File: src/design/htx_pkg.sv
package htx_pkg;

   localparam int DATA_W            = 32;
   localparam int ACC_W             = 2 * DATA_W + 2;
   localparam int CELLS             = 4;
   localparam int FRAC_BITS_DEFAULT = 16;
   localparam int REQ_DATA_W        = 168;
   localparam int RSP_DATA_W        = 4 * DATA_W;

   typedef enum logic [1:0] {
      MODE_LOAD   = 2'd0,
      MODE_VECTOR = 2'd1,
      MODE_POINT  = 2'd2,
      MODE_ROW    = 2'd3
   } mode_type;

   typedef struct packed {
      mode_type                         mode;
      logic [3:0]                       entry_index;
      logic [DATA_W-1:0]                entry_value;
      logic [CELLS-1:0][DATA_W-1:0]     vec;
   } item_type;

   // one request on its way down the chain, with the partial sums it has gathered
   typedef struct packed {
      item_type                         item;
      logic [CELLS-1:0][ACC_W-1:0]      acc;
   } link_type;

endpackage

File: src/design/htx_finish.sv
module htx_finish #(
   parameter int FRAC_BITS = htx_pkg::FRAC_BITS_DEFAULT
) (
   input  logic                              clock,
   input  logic                              reset,
   input  logic                              in_valid,
   output logic                              in_ready,
   input  htx_pkg::link_type                 in_link,
   output logic                              rsp_tvalid,
   input  logic                              rsp_tready,
   output logic [htx_pkg::RSP_DATA_W-1:0]    rsp_tdata,
   output logic [0:0]                        rsp_tuser
);
   import htx_pkg::*;

   localparam logic [DATA_W-1:0] ONE_FX  = DATA_W'(1) << FRAC_BITS;
   localparam logic [DATA_W-1:0] MAX_VAL = {1'b0, {(DATA_W-1){1'b1}}};
   localparam logic [DATA_W-1:0] MIN_VAL = {1'b1, {(DATA_W-1){1'b0}}};

   logic                          valid_ff;
   logic [RSP_DATA_W-1:0]         data_ff;
   logic [RSP_DATA_W-1:0]         data_in;
   logic                          sat_ff;
   logic                          sat_in;
   logic [CELLS-1:0]              clip;
   logic [CELLS-1:0][DATA_W-1:0]  comp;
   logic signed [ACC_W-1:0]       shifted [CELLS];

   assign in_ready = !valid_ff || rsp_tready;

   // floor shift, then clip to 32 bits when the upper bits are not a sign run
   always_comb begin
      for (int r = 0; r < CELLS; r++) begin
         shifted[r] = $signed(in_link.acc[r]) >>> FRAC_BITS;
         clip[r]    = !(&shifted[r][ACC_W-1:DATA_W-1] || ~|shifted[r][ACC_W-1:DATA_W-1]);
         if (clip[r]) begin
            comp[r] = shifted[r][ACC_W-1] ? MIN_VAL : MAX_VAL;
         end else begin
            comp[r] = shifted[r][DATA_W-1:0];
         end
      end
   end

   always_comb begin
      data_in = {comp[3], comp[2], comp[1], comp[0]};
      sat_in  = clip[0] | clip[1] | clip[2];
      case (in_link.item.mode)
         MODE_VECTOR: sat_in = sat_in | clip[3];
         MODE_POINT:  data_in[4*DATA_W-1:3*DATA_W] = ONE_FX;
         MODE_ROW:    data_in[4*DATA_W-1:3*DATA_W] = '0;
         default:     sat_in = sat_in;
      endcase
   end

   always_ff @(posedge clock) begin
      if (reset) begin
         valid_ff <= 1'b0;
      end else if (in_ready) begin
         valid_ff <= in_valid && in_link.item.mode != MODE_LOAD;
      end
   end

   always_ff @(posedge clock) begin
      if (in_ready) begin
         data_ff <= data_in;
         sat_ff  <= sat_in;
      end
   end

   assign rsp_tvalid   = valid_ff;
   assign rsp_tdata    = data_ff;
   assign rsp_tuser[0] = sat_ff;

endmodule

File: config.mk
export PLATFORM = sky130hd
export DESIGN_NAME = htx_finish
export DESIGN_NICKNAME = d
export VERILOG_FILES = /design/src/design/htx_pkg.sv /design/src/design/htx_finish.sv
export SDC_FILE = /design/constraint.sdc
export NUM_CORES = 1
export LEC_CHECK = 0
export ABC_AREA = 1
export CAP_MARGIN = 10
export CORE_AREA = 2 2 218 220
export DETAILED_ROUTE_END_ITERATION = 10
export DIE_AREA = 0 0 220 222
export DONT_BUFFER_PORTS = 1
export PLACE_DENSITY = 0.33
export SYNTH_ARGS = -nofsm -noshare
export SYNTH_HDL_FRONTEND = slang
export SYNTH_SLANG_ARGS = --single-unit
export TNS_END_PERCENT = 20
File: constraint.sdc
create_clock -name clock -period 3.39 [get_ports clock]
set_input_delay 0.339 -clock clock [delete_from_list [all_inputs] [get_ports clock]]
set_output_delay 0.339 -clock clock [all_outputs]
set_load 0.02 [all_outputs]
# Yosys cells after proc, flatten, opt, wreduce, memory -nomap -nowiden
# Cells that the tools add are included.
# Widths: inputs -> output; s select.
# word_totals
register_bits	130
inputBits	434
out_inout_bits	131
elab_cells	43
# op_classes
n_eq_ne	3
n_mux	10
bitwise_logic	3
n_reduce_logical	24
# ops
cell	n
$mux 32	8
$reduce_and 19->1	4
$reduce_or 19->1	4
$pmux 32 s2	1
$logic_not 1->1	9
$logic_or 1x1->1	5
$eq 2x2->1 const B	2
$or 1x1->1	3
$eq 2x1->1 const B	1
$reduce_bool 2->1	1
$logic_and 1x1->1	1
$mux 1	1

# Logic depth before layout (Yosys ltp)
# Gate-level depths: netlist of the first run.
# depth
depth_word	8
depth_mapped	10
depth_no_buf	8

# Worst setup path before layout of the first run
# No wires, ideal clock.
# synth_path
kind	flip-flop to flip-flop
startpoint	register valid_ff (netlist: rsp_tvalid)
endpoint	register data_ff[0] (netlist: rsp_tdata[0]) (enable)
setup_ns	1.167
arrival_ns	2.688
required_time_ns	2.223
slack_ns	-0.465
path_stages_with_launch	2
path_buffers	0
period_less_slack_ns	3.855
cell_sequence	dfxtp_1 nand2_1
# synth_via
elab_chain_len	2
# synth_rtl
element	line	rtl
start: declaration	htx_finish.sv:20	logic valid_ff;
start signal: assignment	htx_finish.sv:57	valid_ff <= 1'b0;
start signal: assignment	htx_finish.sv:59	valid_ff <= in_valid && in_link.item.mode != MODE_LOAD;
$logic_not 1->1	htx_finish.sv:29	assign in_ready = !valid_ff || rsp_tready;
$logic_or 1x1->1	htx_finish.sv:29	
named net in_ready	htx_finish.sv:7	output logic in_ready,
end signal: assignment	htx_finish.sv:65	data_ff <= data_in;
end: declaration	htx_finish.sv:21	logic [RSP_DATA_W-1:0] data_ff;
# The timed path passes the listed nets, and every way through them passes these cells.
# A chain may end at the register's enable or synchronous reset.

# Final worst setup path of the first run
# layout_path
startpoint	register valid_ff (netlist: rsp_tvalid)
endpoint	register data_ff[106] (netlist: rsp_tdata[106]) (enable)
# The elaborated chain is that of the path after synthesis.

==> metrics.md, run 1 <==
| Metric | Value |
|---|---|
| Drt drc | `0` |
| Unrepaired setup endpoints after global routing | `false` |
| Root Buffer | `clkbuf_16` |
| Yosys cell types | `24` |
| Die width | `about 220 um` |
| Die span in y | `222 um` |
| Grt ovf | `0` |
| CTS resizes | `0` |
| Slowest stage delay, CP | `about 0.6 ns` |
| Critical path class | `flop to flop` |
| Most common cell after layout, fill and taps aside | `nand2_1` |
| Die area | `between 40000 and 50000 um^2` |
| Mux contribution to synthesized area | `0%` |
| Syn_nets | `992` |
| Tcrit/Tclk final | `63.1%` |
| Maxcap violations | `0` |
| CTS Buffer Depth | `2` |
| Syn avg cell area | `10.7 um^2` |
| Synth warnings | `0` |
| Starting DRT DRC Count | `166` |
| FMAX | `468 MHz` |
| Setup Buffers After CTS | `0` |
| Fin. Hold Viols | `0` |
| Largest net degree at the start of global routing | `95` |
| Vias | `approximately 4000` |
| Clk slew on worst S/H paths | `0.07 ns` |
| Slew Viols, Final | `0` |
| Io pins | `565` |
| Core box area | `around 46000 um^2` |
| Total CTS buffers | `17` |
| Post-Syn Area | `5960 um^2` |
| Antenna-violating nets left | `0` |
| Setup TNS | `0 ns` |
| Crit. End Element | `flop` |
| Vias/cell | `between 3 and 4` |
| Setup Viol. Count Final | `0` |
| CP cell instances | `nand2_8 -> buf_4` |
| Xor/xnor cell area share of the yosys netlist | `0%` |
| Layout area overhead | `27.8%` |
| CP top delay family | `simple AND/OR/NAND/NOR gates` |
| HPWL Detailed | `14900 um` |
| Port Buf Inserts | `0` |
| Pwr per Cell Area | `566 nW/um^2` |
| Worst-margin pin slew | `0.968 ns` |
| Hold buffers post-CTS | `46` |
| Antenna Cells | `0` |
| Most frequent cells in the layout | `nand2_1, edfxtp_1, nor2_1, dlygate4sd3_1, nand2_2` |
| Largest family of logic cells by synthesized area | `simple AND/OR/NAND/NOR gates` |
| FF+latch count, synth | `130` |
| Clock latency on the worst-skew pair | `roughly 0.48 ns` |
| Clock skew | `0.00747 ns` |
| CTS tree | `built` |
| Cells after Synth | `558` |
| Final min period | `around 2.1 ns` |
| Hold Crit Class | `input port to flop` |
| Status | `finished clean` |
| Initial core utilization | `12.9%` |
| VDD IR max | `around 0.00039 V` |
| Share of cells above drive strength 1 | `a little under a fifth` |
| CP Data Required Time | `3.50 ns` |
| Clk sink count | `130` |
| Critical-path top delay cell | `nand2_8` |
| Initial antenna violation count | `0` |
| Sequential element share of the synthesized area | `65.3%` |
| Compound-cell area share of the yosys netlist | `approximately 4.7%` |
| Rows | `~80` |
| Leakage | `2.66 nW` |
| Crit path DAT | `2.25 ns` |
| Fillers | `5160` |
| Final #Nets | `1030` |
| Drt wl/cell | `around 17 um` |
| Synth Area in Adders | `0%` |
| Slew HR | `a little over a third` |
| Worst Path Buf+Inv | `1` |
| Pwr Total | `4.31 mW` |
| First-pass DRT Iterations | `4` |
| Final wirelength | `20300 um` |
| First-pass GRT wire length | `28400 um` |
| Startpoint types | `flop` |
| H-tree Lvls | `4` |
| Final hold slack | `~0.057 ns` |
| GP Congestion | `0.720` |
| Placed cells | `1138` |
| Number of global-route vias before repair | `roughly 4400` |
| Total GRT Usage | `8.49%` |
| Post-Synth Simple-Gate Area | `25.0%` |
| Critical Path Fanout Max | `94` |
| Finished Layout Cells | `1216` |
## synth_stat cells
cell type  count  share of area, %
nand2_1      236                15
edfxtp_1     129                65
nor2_1        55               3.5
nand2_2       33               3.5
a21oi_2       30               4.4
clkbuf_1      12              0.76
buf_6          9               1.7
nand3_1        8              0.67
buf_2          7              0.59
inv_1          7              0.44
nand4_1        7              0.73
or2_1          4              0.42
a21oi_1        3              0.25
buf_12         3               1.0
buf_4          3              0.38
nor3_1         3              0.25
nor2_4         2              0.38
dfxtp_1        1              0.34
inv_2          1             0.063
nand2_4        1              0.19
nand3_4        1              0.29
nor2_2         1              0.11
o21ai_0        1             0.084
or2_4          1              0.15
## worst register-to-register path, delay by kind of cell, from the launching register on
family                 cells  cell delay [ns]
buffers and inverters      1             0.73
and+or+nand+nor            1             0.59
DFF                        1             0.44
## metrics by stage
stage	util [%]	setup WS, ns	area (um^2)
floorplan	-	0.918	5960
global placement	14.1	1.20	6530
detailed placement	14.1	1.21	6530
CTS	16.5	1.20	7620
global route	16.5	1.10	7620
finish	16.5	1.25	7620
## state kept, by name (all words and copies together), names as in the netlist
register,cells
rsp_tuser,1
rsp_tdata,128
rsp_tvalid,1
## layer usage
layer	track usage (%)	wire length, um
met5	0	0
met4	3.83	373
met3	5.02	2460
met2	13.1	9110
met1	9.30	8410
## power breakdown
group	internal, mW	switching (mW)
clock network	1.18	0.826
registers	1.91	0.213
logic	0.0760	0.113
## cell families (layout without fill, tap and decap cells)
group | after synthesis | in the layout
buffers and inverters | 42 | 93
AOI/OAI and AO/OA | 34 | 34
DFF | 130 | 130
and+or+nand+nor | 352 | 352
## final timing paths
| path | startpoint | end | slack (ns) | depth (start not counted) |
|---|---|---|---|---|
| min | in_link[17] | rsp_tdata[1] | 0.06 | 2 |
| max reg2reg | rsp_tvalid | rsp_tdata[106] | 1.25 | 2 |
| min reg2reg | rsp_tvalid | rsp_tdata[96] | 1.31 | 1 |
| max | rsp_tvalid | rsp_tdata[106] | 1.25 | 2 |
## layout make-up
| cell class | count | area [um^2] | area share [%] |
|---|---|---|---|
| Timing Repair Buffer | 53 | 523 | 6.86 |
| Tap cell | 607 | 759 | 9.97 |
| Clock buffer | 17 | 425 | 5.58 |
| Inverter | 8 | 30.0 | 0.394 |
| Sequential cell | 130 | 3890 | 51.1 |
| Clock inverter | 15 | 196 | 2.58 |
| Multi-Input combinational cell | 386 | 1790 | 23.5 |
No activity file was read; power rests on OpenSTA's default activity.
==> inputs of run 2 (changes only) <==
- clock period: 3.39 -> 1.74 ns (I/O delays scaled with it)
==> metrics.md, run 2 (synthesized netlist as in run 1, its figures left out) <==
| Metric | Value |
|---|---|
| Largest net degree at the start of global routing | `34 (was 95)` |
| Status | `finished clean (unchanged)` |
| Worst-margin pin slew | `0.349 ns (was 0.968 ns)` |
| VDD IR max | `0.000581 V (was 0.000387 V)` |
| Antenna-violating nets left | `0 (unchanged)` |
| Vias | `4396 (was 4088)` |
| Initial antenna violation count | `0 (unchanged)` |
| Clk slew on worst S/H paths | `0.06 ns (was 0.07 ns)` |
| H-tree Lvls | `4 (unchanged)` |
| Final min period | `1.64 ns (was 2.14 ns)` |
| CTS tree | `built (unchanged)` |
| R2R Path Start | `rsp_tvalid (unchanged)` |
| FF-to-FF End | `rsp_tvalid (was rsp_tdata[106])` |
| FMAX | `609 MHz (was 468 MHz)` |
| Initial core utilization | `12.9% (unchanged)` |
| Tcrit/Tclk final | `94.4% (was 63.1%)` |
| Most frequent cells in the layout | `nand2_1, dlygate4sd3_1, edfxtp_1, nor2_1, nand2_2 (was nand2_1, edfxtp_1, nor2_1, dlygate4sd3_1, nand2_2)` |
| R2r setup slk | `0.1 ns (was 1.25 ns)` |
| Startpoint types | `flop (unchanged)` |
| Number of global-route vias before repair | `4672 (was 4393)` |
| Die span in y | `222 um (unchanged)` |
| Crit path DAT | `2.03 ns (was 2.25 ns)` |
| Fillers | `5102 (was 5160)` |
| Pwr per Cell Area | `961 nW/um^2 (was 566 nW/um^2)` |
| Most common cell after layout, fill and taps aside | `nand2_1 (unchanged)` |
| Layout area overhead | `44.5% (was 27.8%)` |
| Clock skew | `0.00987 ns (was 0.00747 ns)` |
| Maxcap violations | `0 (unchanged)` |
| Fin. Hold Viols | `0 (unchanged)` |
| Unrepaired setup endpoints after global routing | `false (unchanged)` |
| Hold Crit Class | `input port to flop (unchanged)` |
| Drt wl/cell | `15.5 um (was 16.7 um)` |
| CTS Buffer Depth | `2 (unchanged)` |
| Slowest stage delay, CP | `0.54 ns (was 0.59 ns)` |
| Core box area | `46300 um^2 (unchanged)` |
| Io pins | `565 (unchanged)` |
| Vias/cell | `3.35 (was 3.36)` |
| Clk sink count | `130 (unchanged)` |
| Finished Layout Cells | `1313 (was 1216)` |
| Die width | `220 um (unchanged)` |
| Crit. End Element | `flop (unchanged)` |
| M1 WL | `8380 um (was 8410 um)` |
| Port Buf Inserts | `0 (unchanged)` |
| First-pass GRT wire length | `29000 um (was 28400 um)` |
| Placed cells | `1149 (was 1138)` |
| HPWL Detailed | `15000 um (was 14900 um)` |
| Worst Hold End | `rsp_tdata[118] (was rsp_tdata[1])` |
| Total CTS buffers | `17 (unchanged)` |
| Total GRT Usage | `8.32% (was 8.49%)` |
| Met2 routed WL | `9140 um (was 9110 um)` |
| Met3 WL | `2640 um (was 2460 um)` |
| Starting DRT DRC Count | `203 (was 166)` |
| R2r worst-path depth | `4 (was 2)` |
| Rows | `79 (unchanged)` |
| First-pass DRT Iterations | `6 (was 4)` |
| Final wirelength | `20400 um (was 20300 um)` |
| Share of cells above drive strength 1 | `17.0% (was 18.4%)` |
| Die area | `48800 um^2 (unchanged)` |
| CP Data Required Time | `2.13 ns (was 3.50 ns)` |
| Critical-path top delay cell | `dlygate4sd3_1 (was nand2_8)` |
| Clock latency on the worst-skew pair | `0.44 ns (was 0.48 ns)` |
| CP cell instances | `nand2_8 -> buf_12 -> a21oi_1 -> dlygate4sd3_1 (was nand2_8 -> buf_4)` |
| Critical Path Fanout Max | `24 (was 94)` |
| Slew Viols, Final | `0 (unchanged)` |
| Setup TNS | `0 ns (unchanged)` |
| Max reg flops | `128 (unchanged)` |
| Setup Buffers After CTS | `0 (unchanged)` |
| Slew HR | `76.8% (was 35.5%)` |
| Hold depth | `2 (unchanged)` |
| Grt ovf | `0 (unchanged)` |
| Drt drc | `0 (unchanged)` |
| Hold Path Origin | `in_link[429] (was in_link[17])` |
| Critical path class | `flop to flop (unchanged)` |
| Final #Nets | `1127 (was 1030)` |
| Root Buffer | `clkbuf_16 (unchanged)` |
| Max layer used | `met4 (unchanged)` |
| GP Congestion | `0.694 (was 0.720)` |
| Setup Viol. Count Final | `0 (unchanged)` |
| Antenna Cells | `0 (unchanged)` |
| Leakage | `3.08 nW (was 2.66 nW)` |
| Final core utilization | `18.6% (was 16.5%)` |
## run 2: how the worst max path moves through the flow
stage / start / to / depth (start not counted)
3_3_place_gp: in_link[55] / rsp_tdata[3] / 8
4_1_cts: rsp_tvalid / in_ready / 2
5_1_grt: rsp_tvalid / rsp_tvalid / 4
3_5_place_dp: in_link[248] / rsp_tdata[100] / 6
2_1_floorplan: rsp_tvalid / rsp_tdata[0] / 1
6_report: rsp_tvalid / rsp_tvalid / 4
## run 2: per-stage QoR
step                      setup slack [ns]  area [um^2]  total power, mW  hold slack, ns
after floorplan                      0.300         5980             4.35           0.243
after global placement               0.224         6710             4.52           0.246
after detailed placement             0.240         6710             4.51           0.246
after CTS                           0.0635         8610             8.46          0.0919
after global routing              0.000727         8610             8.63           0.101
final                               0.0968         8610             8.28           0.125
## run 2: final cells by class
class | count | area, um^2 | area share (%)
well taps | 607 | 759 | 8.82
clock inverters | 14 | 139 | 1.61
repair buffers | 150 | 1570 | 18.2
clock buffers | 18 | 429 | 4.98
multi-input cells | 386 | 1790 | 20.8
flip-flops and latches | 130 | 3890 | 45.2
inverters | 8 | 30.0 | 0.349
## run 2: worst max-delay path: cells and delay by family (launching register included)
kind / cells / cell delay [ns]
DFF: 1 / 0.45
AOI/OAI and AO/OA: 1 / 0.14
and+or+nand+nor: 1 / 0.21
buffers and inverters: 2 / 0.78
## run 2: what timing repair did
action,in CTS,in global routing
endpoints found under the hold margin,129,0
resized for setup,1,0
endpoints found under the setup margin,1,0
hold buffers,132,0
## run 2: power breakdown
group,internal [mW],leakage [nW],switching (mW)
Clock,2.10,0.269,1.47
Sequential,3.71,1.37,0.424
Combinational,0.304,1.43,0.267
## run 2: per-layer routing
metal | GRT usage, % | vias up
li1 | - | 2114
met4 | 2.64 | 0
met5 | 0 | -
met3 | 5.02 | 17
met1 | 9.42 | 2012
met2 | 12.9 | 253
==> inputs of run 3 (changes only) <==
- ABC_AREA: 1 -> 0
- CORE_AREA: 2 2 218 220 -> 2 2 217 219
- DIE_AREA: 0 0 220 222 -> 0 0 219 221
- PLACE_DENSITY: 0.33 -> 0.32
- SKIP_LAST_GASP: unset -> 1
- clock period: 1.74 -> 1.7 ns (I/O delays scaled with it)
==> metrics.md, run 3 <==
| Metric | Value |
|---|---|
| Number of synthesized flops with an enable pin | `129 (unchanged)` |
| H-tree Lvls | `4 (unchanged)` |
| Clk slew on worst S/H paths | `0.07 ns (was 0.06 ns)` |
| Fillers | `4991 (was 5102)` |
| Die width | `219 um (was 220 um)` |
| VDD IR max | `0.000803 V (was 0.000581 V)` |
| Share of cells above drive strength 1 | `16.8% (was 17.0%)` |
| Final worst slack | `-0.00932 ns (was 0.0968 ns)` |
| Antenna-violating nets left | `0 (unchanged)` |
| Switching pwr | `2.17 mW (was 2.16 mW)` |
| Cells after Synth | `386 (was 558)` |
| Switch share | `24.8% (was 26.2%)` |
| Primary FF master, synth | `edfxtp_1 (unchanged)` |
| CTS tree | `built (unchanged)` |
| Vias/cell | `3.53 (was 3.35)` |
| Hold Crit Class | `input port to flop (unchanged)` |
| Post-Syn Area | `5600 um^2 (was 5960 um^2)` |
| FF+latch count, synth | `130 (unchanged)` |
| Rows | `79 (unchanged)` |
| Pwr Total | `8.76 mW (was 8.28 mW)` |
| Largest net degree at the start of global routing | `82 (was 34)` |
| Grt ovf | `0 (unchanged)` |
| Leakage | `3.25 nW (was 3.08 nW)` |
| Port Buf Inserts | `0 (unchanged)` |
| Maxcap violations | `0 (unchanged)` |
| Fin. Hold Viols | `0 (unchanged)` |
| Largest family of logic cells by synthesized area | `compound AO/OA/AOI/OAI gates (was simple AND/OR/NAND/NOR gates)` |
| Most common cell after layout, fill and taps aside | `edfxtp_1 (was nand2_1)` |
| Core box area | `46100 um^2 (was 46300 um^2)` |
| Xor/xnor cell area share of the yosys netlist | `0% (unchanged)` |
| Total GRT Usage | `8.14% (was 8.32%)` |
| Drt drc | `0 (unchanged)` |
| Synth Area in Adders | `0% (unchanged)` |
| Failing checks | `negative setup slack` |
| First-pass DRT Iterations | `4 (was 6)` |
| Tcrit/Tclk final | `101%` |
| Synth top area share | `69.2% (was 65.0%)` |
| Layout area overhead | `52.8% (was 44.5%)` |
| Final wirelength | `19900 um (was 20400 um)` |
| Internal Power | `6.59 mW (was 6.11 mW)` |
| Status | `complete, but fails checks (was finished clean)` |
| Clock latency on the worst-skew pair | `0.47 ns (was 0.44 ns)` |
| Most frequent cell after synthesis | `edfxtp_1 (was nand2_1)` |
| Compound-cell area share of the yosys netlist | `19.8% (was 4.74%)` |
| Initial core utilization | `12.2% (was 12.9%)` |
| Antenna Cells | `0 (unchanged)` |
| Final min period | `1.71 ns` |
| HPWL Detailed | `14100 um (was 15000 um)` |
| Post-synth ARST share | `0% (unchanged)` |
| Synth warnings | `0 (unchanged)` |
| FMAX | `585 MHz` |
| Crit. End Element | `flop (unchanged)` |
| Pwr per Cell Area | `1020 nW/um^2 (was 961 nW/um^2)` |
| Largest area contributor in the netlist | `edfxtp_1 (unchanged)` |
| Syn_nets | `820 (was 992)` |
| Number of global-route vias before repair | `4367 (was 4672)` |
| Most frequent cells in the layout | `edfxtp_1, dlygate4sd3_1, a21o_1, o21ai_0 (was nand2_1, dlygate4sd3_1, edfxtp_1, nor2_1, nand2_2)` |
| Final #Nets | `962 (was 1127)` |
| Syn avg cell area | `14.5 um^2 (was 10.7 um^2)` |
| FF/Latch Area | `3890 um^2 (unchanged)` |
| Drt wl/cell | `17.3 um (was 15.5 um)` |
| Top post-synthesis cells by area | `edfxtp_1, a21o_1, nand4_1, o21ai_0, nor4_1 (was edfxtp_1, nand2_1, a21oi_2, nand2_2, nor2_1)` |
| Die span in y | `221 um (was 222 um)` |
| Initial antenna violation count | `1 (was 0)` |
| Slew Viols, Final | `0 (unchanged)` |
| Total CTS buffers | `17 (unchanged)` |
| Critical Path Fanout Max | `4 (was 24)` |
| Critical path class | `input port to flop (was flop to flop)` |
| CP Data Required Time | `1.93 ns (was 2.13 ns)` |
| Comb power frac | `6.8% (was 6.9%)` |
| Max reg flops | `128 (unchanged)` |
| Multi-input gate area in the final layout | `1620 um^2 (was 1790 um^2)` |
| Die area | `48400 um^2 (was 48800 um^2)` |
| Mux contribution to synthesized area | `0% (unchanged)` |
| Slew HR | `41.5% (was 76.8%)` |
| GP Congestion | `0.782 (was 0.694)` |
| Vias | `4048 (was 4396)` |
| First-pass GRT wire length | `27600 um (was 29000 um)` |
| Sequential element share of the synthesized area | `69.5% (was 65.3%)` |
| Part of the power in registers | `48.2% (was 50.0%)` |
| Starting DRT DRC Count | `168 (was 203)` |
| Worst-margin pin slew | `0.877 ns (was 0.349 ns)` |
| Setup Viol. Count Final | `1 (was 0)` |
| Commonest cells in the netlist | `edfxtp_1, a21o_1, o21ai_0 (was nand2_1, edfxtp_1, nor2_1)` |
| Clock network power share | `45.0% (was 43.1%)` |
| CTS Buffer Depth | `2 (unchanged)` |
| Post-Synth Simple-Gate Area | `6.92% (was 25.0%)` |
| Crit path DAT | `1.94 ns (was 2.03 ns)` |
| Root Buffer | `clkbuf_16 (unchanged)` |
| Startpoint types | `input port (was flop)` |
| Clk sink count | `130 (unchanged)` |
| Yosys cell types | `29 (was 24)` |
| Io pins | `565 (unchanged)` |
| Setup TNS | `-0.00932 ns (was 0 ns)` |
| Clock skew | `0.0145 ns (was 0.00987 ns)` |
run 3: cell count changes after synthesis, sizes merged, moves of 5 or more:
cell,before,now
a21o,0,93
inv,8,1
nand2,270,0
nand3,9,0
nand4,7,21
nor2,58,6
nor4,0,21
o21ai,1,32
or2,5,0
run 3: power groups by stage:
stage / clock (mW) / combinational [mW] / sequential, mW
after floorplan: 0 / 0.231 / 4.21
after global placement: 0 / 0.307 / 4.30
after global routing: 4.24 / 0.651 / 4.25
after detailed placement: 0 / 0.321 / 4.29
after CTS: 4.15 / 0.591 / 4.23
final: 3.94 / 0.595 / 4.22
run 3: repair_timing:
action | in CTS | in global routing
hold endpoints to repair | 129 | 0
resized for setup | 0 | 11
endpoints found under the setup margin | 0 | 1
buffers inserted | 0 | 9
hold buffers | 128 | 0
run 3: kinds of logic after synthesis:
group	Yosys count
buf+inv	36
flops	130
simple gates	57
compound gates	163
run 3: final cells by class:
class / count / area share, %
inverters: 1 / 0.0439
clock buffers: 18 / 5.01
multi-input cells: 220 / 19.0
flip-flops and latches: 130 / 45.5
clock inverters: 14 / 2.18
well taps: 607 / 8.87
repair buffers: 158 / 19.4
run 3: worst max-delay path, stage by stage:
cell and delay [ns]:
nor4_4 0.25, nand4_1 0.19, nor4_4 0.40, or3_4 0.21
buf_12 0.10, a21oi_1 0.05, dlygate4sd3_1 0.56
run 3: final timing paths:
kind | start | endpoint | slack (ns) | depth (start not counted)
worst max-delay path | in_link[253] | rsp_tdata[106] | -0.009 | 7
worst min-delay path | in_link[429] | rsp_tdata[110] | 0.09 | 2
worst max register to register | rsp_tvalid | rsp_tvalid | 0.07 | 4
worst min register to register | rsp_tvalid | rsp_tdata[112] | 0.94 | 2
run 3: metrics by stage:
step	setup slack, ns	hold WS [ns]	util, %	instance area [um^2]	instances
floorplan	-0.0171	0.232	-	5610	386
global route	-0.0416	0.0620	18.6	8560	1148
detailed placement	-0.137	0.258	14.1	6510	979
finish	-0.00932	0.0922	18.6	8560	1148
global placement	-0.0517	0.253	14.1	6510	979
CTS	0.0149	0.0236	18.3	8420	1139
run 3: routing by layer:
metal  global-route usage, %  wire length, um
met2                    12.3             8840
met4                    4.32              434
met1                    8.37             7630
met5                       0                0
met3                    5.68             2980
